## src/rtl/shipdr_pkg.sv

```systemverilog
// Shared types, constants and helpers for the SHiP/DRRIP replacement engine.
// Depends on nothing; used by every module of the block but shipdr_ram.
`default_nettype none

package shipdr_pkg;

  // Default sizing of the engine.
  localparam int SETS_DEF        = 2048;
  localparam int WAYS_DEF        = 16;
  localparam int LEADER_SETS_DEF = 64;
  localparam int SIG_BITS_DEF    = 6;

  // Fixed field widths at the ports.
  localparam int SET_IN_W = 11;
  localparam int WAY_IN_W = 4;
  localparam int PC_W     = 18;
  localparam int WAY_OUT_W = 4;

  // RRPV codes.
  localparam logic [1:0] RRPV_NEAR    = 2'd0;
  localparam logic [1:0] RRPV_LONG    = 2'd2;
  localparam logic [1:0] RRPV_DISTANT = 2'd3;

  // Signature counter codes.
  localparam logic [1:0] CTR_RESET  = 2'd1;
  localparam logic [1:0] CTR_STRONG = 2'd2;
  localparam logic [1:0] CTR_MAX    = 2'd3;

  // Policy selector and bimodal throttle.
  localparam int          PSEL_W   = 10;
  localparam logic [9:0]  PSEL_MAX = 10'd1023;
  localparam logic [9:0]  PSEL_MID = 10'd512;
  localparam int          BIM_W    = 5;

  // Controller -> datapath commands.
  typedef struct packed {
    logic clr;        // clearing pass step
    logic accept;     // item taken, start row reads
    logic hit_wr;     // finish a hit
    logic miss_eval;  // age set, pick victim, read victim counter
    logic miss_wr;    // finish a miss
  } cmd_t;

  // Datapath -> controller status.
  typedef struct packed {
    logic clr_last;
    logic hit;
    logic out_free;
  } status_t;

  // Remainder of value by m, valid when value < 16*m.
  function automatic logic [31:0] reduce_mod(input logic [31:0] value, input logic [31:0] m);
    logic [31:0] v;
    v = value;
    for (int k = 3; k >= 0; k--) begin
      if (v >= (m << k)) v = v - (m << k);
    end
    return v;
  endfunction

endpackage

`default_nettype wire

```

## src/rtl/shipdr_ctrl.sv

```systemverilog
// Sequencer for the replacement engine: clear pass, accept, evaluate, victim fill.
// Depends on shipdr_pkg (cmd_t, status_t).
`default_nettype none

module shipdr_ctrl (
  input  wire logic               clk,
  input  wire logic               rst_n,
  input  wire logic               in_tvalid,
  output logic                    in_tready,
  input  wire shipdr_pkg::status_t sts,
  output shipdr_pkg::cmd_t        cmd
);

  typedef enum logic [1:0] {
    ST_CLEAR,
    ST_IDLE,
    ST_EVAL,
    ST_VICT
  } state_t;

  state_t state_r, state_nxt;
  logic   in_tready_r, in_tready_nxt;

  assign in_tready = in_tready_r;

  always_comb begin
    cmd           = '0;
    cmd.clr       = (state_r == ST_CLEAR);
    cmd.accept    = (state_r == ST_IDLE) && in_tvalid && in_tready_r;
    cmd.hit_wr    = (state_r == ST_EVAL) && sts.hit && sts.out_free;
    cmd.miss_eval = (state_r == ST_EVAL) && !sts.hit;
    cmd.miss_wr   = (state_r == ST_VICT) && sts.out_free;
  end

  always_comb begin
    state_nxt     = state_r;
    in_tready_nxt = in_tready_r;
    case (state_r)
      ST_CLEAR: begin
        if (sts.clr_last) begin
          state_nxt     = ST_IDLE;
          in_tready_nxt = 1'b1;
        end
      end
      ST_IDLE: begin
        if (cmd.accept) begin
          state_nxt     = ST_EVAL;
          in_tready_nxt = 1'b0;
        end
      end
      ST_EVAL: begin
        if (!sts.hit) begin
          state_nxt = ST_VICT;
        end else if (sts.out_free) begin
          state_nxt     = ST_IDLE;
          in_tready_nxt = 1'b1;
        end
      end
      ST_VICT: begin
        if (sts.out_free) begin
          state_nxt     = ST_IDLE;
          in_tready_nxt = 1'b1;
        end
      end
      default: begin
        state_nxt     = ST_CLEAR;
        in_tready_nxt = 1'b0;
      end
    endcase
  end

  always_ff @(posedge clk) begin
    if (!rst_n) begin
      state_r     <= ST_CLEAR;
      in_tready_r <= 1'b0;
    end else begin
      state_r     <= state_nxt;
      in_tready_r <= in_tready_nxt;
    end
  end

endmodule

`default_nettype wire

```

## config.mk

```make
export PLATFORM = sky130hd
export DESIGN_NAME = shipdr_ctrl
export DESIGN_NICKNAME = d
export VERILOG_FILES = /design/src/rtl/shipdr_pkg.sv /design/src/rtl/shipdr_ctrl.sv
export SDC_FILE = /design/constraint.sdc
export NUM_CORES = 1
export LEC_CHECK = 0
export ABC_CLOCK_PERIOD_IN_PS = 1300
export BUFFER_PORTS_ARGS = -buffer_cell sky130_fd_sc_hd__buf_2
export CAP_MARGIN = 20
export CORE_AREA = 5 5 42 44
export CTS_BUF_LIST = sky130_fd_sc_hd__clkbuf_8
export CTS_CLUSTER_DIAMETER = 80
export DETAILED_ROUTE_END_ITERATION = 8
export DIE_AREA = 0 0 47 49
export HOLD_SLACK_MARGIN = 0.05
export SYNTH_ARGS = -nofsm -noshare
export SYNTH_HDL_FRONTEND = slang
export SYNTH_SLANG_ARGS = --single-unit
```

## constraint.sdc

```tcl
create_clock -name clk -period 1.3 [get_ports clk]
set_input_delay 0.26 -clock clk [delete_from_list [all_inputs] [get_ports clk]]
set_output_delay 0.26 -clock clk [all_outputs]
set_load 0.05 [all_outputs]
```

==> results of run 1 <==
[synthesized netlist by cell type, types with 2 or more instances]
master,instances
inv_1,3
or2_1,2
nor2_1,2
dfxtp_1,3
[sequential cells by signal (all words and copies together) (netlist names)]
| name | flops |
|---|---|
| state_r | 2 |
| in_tready | 1 |
[layout make-up]
type,instances,area (µm²),area share
Inverter,3,11.26,0.02507
Timing Repair Buffer,16,123.9,0.2758
Sequential cell,3,66.31,0.1476
Multi-Input combinational cell,21,182.7,0.4067
Tap cell,16,20.02,0.04457
Clock buffer,3,41.29,0.09192
Clock inverter,1,3.754,0.008357
[worst register-to-register path: stages, from the launching register on]
cell and delay [ns]:
dfxtp_4 0.36, buf_4 0.14, and2b_1 0.20, a31oi_1 0.04, o311ai_1 0.22
[layer usage]
metal / up-vias / part of all wire
met3: 2 / 0.061
met4: 0 / 0.032
met5: - / 0
met1: 128 / 0.45
met2: 11 / 0.45
li1: 144 / -
[path summary, 6_finish.rpt]
path,cells past startpoint,endpoint
worst min-delay path,3,in_tready$_SDFFE_PN0P_
worst max-delay path,3,cmd[4]
worst max register to register,4,in_tready$_SDFFE_PN0P_
worst min register to register,2,in_tready$_SDFFE_PN0P_
[logic make-up (layout without fill, tap and decap cells)]
family,Yosys count,count (layout),synth area share
AND/OR/NAND/NOR,13,13,0.3819
AO/OA/AOI/OAI,7,7,0.2261
buffers and inverters,5,23,0.1105
flip-flops,3,3,0.2412
multiplexers,1,1,0.04020
[stage by stage]
stage,power (mW),instance area [µm²],instances,TNS [ns],hold slack [ns]
2_1_floorplan,0.2104,269.0,29,-0.1011,0.4142
3_3_place_gp,0.2466,357.8,58,0,0.5459
3_5_place_dp,0.2472,357.8,58,-0.02209,0.5482
4_1_cts,0.5384,446.7,63,-0.07349,0.3450
5_1_grt,0.5571,449.2,63,-0.1604,0.3729
6_report,0.5294,449.2,63,-0.03572,0.3454
[repair_timing]
item,in CTS,in global routing
gates cloned,0,0
gates resized for setup,13,1
hold buffers,0,0
hold endpoints to repair,0,0
buffers inserted,1,0
pin swaps,1,2
endpoints found under the setup margin,5,5
[power groups by stage]
stage	Clock [mW]	Combinational (mW)	Sequential, mW
6_report	0.265	0.147	0.118
5_1_grt	0.281	0.156	0.120
4_1_cts	0.274	0.147	0.118
3_5_place_dp	0	0.129	0.118
3_3_place_gp	0	0.129	0.118
2_1_floorplan	0	0.0882	0.122
==> out/metrics.yaml, run 1 <==
status:
  status: "finished, violations left"
  failed_checks: "setup timing"
synth:
  synth.top_cell.area_share: 0.2412
  synth_area_um2: 249.0
  synth.net_count: 35
  synth_largest_area_cell: "dfxtp_1"
  synth_cells: 29
  synth_area_per_cell_um2: 8.586
  ys.flop_type: "dfxtp_1"
  synth_cell_types: 23
  synth_edf_count: 0
  yosysSeqAreaShare: 0.2412
  async_flop_share: 0
  synth-seq-cells: 3
  ys_top_cells_by_area: "dfxtp_1, nor3b_4, a211oi_2"
  yosysWarnings: 0
floorplanning:
  die-height_um: 49
  rows: 14
  initial_core_util: 0.1777
  dieArea_um2: 2303
  chipWidth_um: 47
  pin_count: 12
  design.core.area_um2: 1401
pwr:
  power_density_nw_per_um2: 1179
  p_sw_frac: 0.3046
  power_frac_comb: 0.277
  leakage_nw: 0.2159
  p_switching_mw: 0.1612
  p_int_mw: 0.3682
  p_seq_frac: 0.223
  vdd_drop_max_uv: 335.3
  p_clk_frac: 0.500
grt:
  grt_pass1_vias: 281
  grt-ovfl-total: 0
  met2_usage: 0.09502
  top_usage_layer: "met4"
  grt_pass1_wl_mm: 1.207
  use_met1: 0.09170
  grt_usage: 0.08082
  grt_antenna_before_repair: 0
  grt_start_max_net_pins: 8
  grtUsageMet3: 0.03690
worst_setup_path:
  slowest_stage: "dfxtp_4"
  arrival_ns: 1.07
  worstPathMaxFanout: 7
  critPathTopFamily: "flip-flops"
  cp.required_ns: 1.04
  critical_path_buf_inv_count: 2
  r2r_slack_ns: 0.22
  worstSetupPathType: "register to primary output"
  r2r-start: "state_r[0]$_SDFFE_PN0P_"
  crit_path_max_incr_delay_ns: 0.36
  worst_setup_path_start_kind: "register"
  worstPathCellList: "or2_1 > inv_1 > buf_6"
  end_kind: "primary output"
  crit_start: "state_r[0]$_SDFFE_PN0P_"
sta:
  hold_violations: 0
  relSlewSlack: 0.8506
  fin_crit_ns: 1.331
  min_period_over_period: 1.024
  worst_pin_slew_ns: 0.2205
  worst_clock_skew_ns: 0.0002105
  slew_violations: 0
  rsz0062_at_grt: "true"
  fmax_ghz: 0.7516
  setup_viol: 2
  setup_slack_ns: -0.03057
hold_path:
  hold_start: "sts[0]"
  hp-class: "primary input to register"
drt:
  wl_per_cell_um: 11.25
  vias: 285
  drc: 0
  dr.pass1.iters: 3
  first_iter_violations: 3
  routed_wl_um: 709
  antenna_left: 0
  vias_per_cell: 4.524
cts:
  cts.htree.levels: 1
  clk_path_buf_depth: 2
  clock-sinks: 3
  clock_tree.root_cell: "clkbuf_8"
  cts_made_buffers: 3
  cts_tree: "yes"
  clk-insertion-delay-late_ns: 0.22
  clk_pin_slew_worst_paths_ns: 0.03
finish:
  drive_above_1_share: 0.5957
  layout_commonest_cell: "buf_2"
  syn2layout_area_growth_pct: 80.40
  diodes: 0
  final_nets: 54
  final_core_util: 0.3205
  fillers: 156
  layout_common_cells: "buf_2, buf_6, inv_1, buf_4, clkbuf_8"
place:
  gp_congestion: 0.7889
  pre_cts_ws_ns: -0.02209
  io_buffers: 11
  hpwlAfterDp_um: 536.5
run:
  maxCapViolCount: 0
No activity file was read; power rests on OpenSTA's default activity.
==> run 2: changes to the inputs <==
MAX_ROUTING_LAYER = met4   (was not set)
==> run 2 against run 1 <==
Net effect: the flow still finishes with violations (setup timing); sequential cell count unchanged; register-to-register slack about the same; via count decreased by 0.35%; fmax about the same; total power about the same; critical endpoint unchanged; largest power group unchanged.
==> out/metrics.yaml, run 2 (synthesis gave the netlist of run 1 again) <==
status:
  status: "finished, violations left"
  failed_checks: "setup timing"
cts:
  clk-insertion-delay-late_ns: 0.22  # about the same
  cts_hold_buf: 0  # unchanged
  clock-sinks: 3  # unchanged
  cts_tree: "yes"
  clock_tree.root_cell: "clkbuf_8"
  cts_made_buffers: 3  # unchanged
  clk_path_buf_depth: 2  # unchanged
  cts.htree.levels: 1  # unchanged
  clk_pin_slew_worst_paths_ns: 0.03  # about the same
sta:
  worst_pin_slew_ns: 0.2205  # +0.000001907 ns
  fmax_ghz: 0.7516  # about the same
  rsz0062_at_grt: "true"
  setup_slack_ns: -0.03042  # +0.0001473 ns
  relSlewSlack: 0.8506  # about the same
  fin_setup_tns_ns: -0.03542  # +0.0002950 ns
  slew_violations: 0  # unchanged
  hold_violations: 0  # unchanged
  min_period_over_period: 1.023  # about the same
  fin_crit_ns: 1.330  # -0.0001473 ns
  setup_viol: 2  # unchanged
  worst_clock_skew_ns: 0.0002101  # -0.0000004580 ns
worst_setup_path:
  end_kind: "primary output"
  worst_setup_path_start_kind: "register"
  arrival_ns: 1.07  # about the same
  worstPathMaxFanout: 7  # unchanged
  cp.required_ns: 1.04  # about the same
  worstSetupPathType: "register to primary output"
grt:
  grt_usage: 0.08285  # +0.002038
  grtUsageMet3: 0.03690  # unchanged
  grt_start_max_net_pins: 8  # unchanged
  grt_pass1_wl_mm: 1.207  # unchanged
  top_usage_layer: "met4"
  grt_pass1_vias: 281  # unchanged
  met2_usage: 0.09502  # unchanged
  grt-ovfl-total: 0  # unchanged
  use_met1: 0.09170  # unchanged
  grt_antenna_before_repair: 0  # unchanged
drt:
  antenna_left: 0  # unchanged
  vias_per_cell: 4.508  # -0.35%
  drc: 0  # unchanged
  wl_per_cell_um: 11.29  # +0.28%
  routed_wl_um: 711  # +0.28%
  first_iter_violations: 3  # unchanged
  vias: 284  # -0.35%
  dr.pass1.iters: 4  # +1
finish:
  fin_area_um2: 449.2  # unchanged
  layout_common_cells: "buf_2, buf_6, inv_1, buf_4, clkbuf_8"
  largest_reg_flops: 2  # unchanged
  diodes: 0  # unchanged
  largest_register: "state_r"
  syn2layout_area_growth_pct: 80.40  # unchanged
  final_nets: 54  # unchanged
  drive_above_1_share: 0.5957  # unchanged
  layout_commonest_cell: "buf_2"
floorplanning:
  design.core.area_um2: 1401  # unchanged
  dieArea_um2: 2303  # unchanged
  chipWidth_um: 47  # unchanged
  initial_core_util: 0.1777  # unchanged
  pin_count: 12  # unchanged
  rows: 14  # unchanged
  die-height_um: 49  # unchanged
hold_path:
  hp-class: "primary input to register"
pwr:
  power_density_nw_per_um2: 1178  # about the same
  leakage_nw: 0.2159  # unchanged
  vdd_drop_max_uv: 335.3  # about the same
place:
  dpl_cell_area_um2: 357.8  # unchanged
  gp_congestion: 0.7999  # +1.4%
  hpwlAfterDp_um: 536.5  # unchanged
  io_buffers: 11  # unchanged
run:
  maxCapViolCount: 0  # unchanged
## run 2: per-layer routing
| metal | share of wire | vias to the layer above |
|---|---|---|
| li1 | - | 146 |
| met1 | 0.46 | 125 |
| met4 | 0.024 | 0 |
| met3 | 0.060 | 2 |
| met2 | 0.45 | 11 |
| met5 | 0 | - |
## run 2: what timing repair did
item	4_1_cts	5_1_grt
endpoints found under the setup margin	5	5
gates resized for setup	13	1
hold endpoints to repair	0	0
buffers inserted	1	0
pin swaps	1	2
## run 2: power breakdown
part           internal, mW  switching (mW)  leakage [nW]
registers             0.103          0.0146        0.0261
clock network         0.201          0.0634        0.0269
logic                0.0635          0.0832         0.163
## run 2: cell type report
type	count	area (µm²)
multi-input cells	21	182.7
repair buffers	16	123.9
inverters	3	11.26
well taps	16	20.02
flip-flops and latches	3	66.31
clock buffers	3	41.29
clock inverters	1	3.754
fillers	156	952.2
## run 2: path summary, 6_finish.rpt
kind	startpoint	endpoint	slack [ns]	cells after the start
setup reg to reg	state_r[0]$_SDFFE_PN0P_	in_tready$_SDFFE_PN0P_	0.22	4
hold reg to reg	in_tready$_SDFFE_PN0P_	in_tready$_SDFFE_PN0P_	0.54	2
setup / recovery	state_r[0]$_SDFFE_PN0P_	cmd[4]	-0.03	3
hold / removal	sts[0]	in_tready$_SDFFE_PN0P_	0.35	3
## run 2: metrics by stage
stage	power (mW)	utilization	hold slack, ns	worst slack [ns]	instances
floorplan	0.2104	-	0.4142	-0.1011	29
global placement	0.2466	0.2554	0.5459	0.02865	58
detailed placement	0.2472	0.2554	0.5482	-0.02209	58
CTS	0.5384	0.3188	0.3450	-0.03681	63
global route	0.5571	0.3205	0.3729	-0.07111	63
finish	0.5293	0.3205	0.3456	-0.03042	63
## run 2: worst max-delay path, stage by stage (launching register included)
cell and delay [ns]:
dfxtp_4 0.36, or2_1 0.26, inv_1 0.08, buf_6 0.15
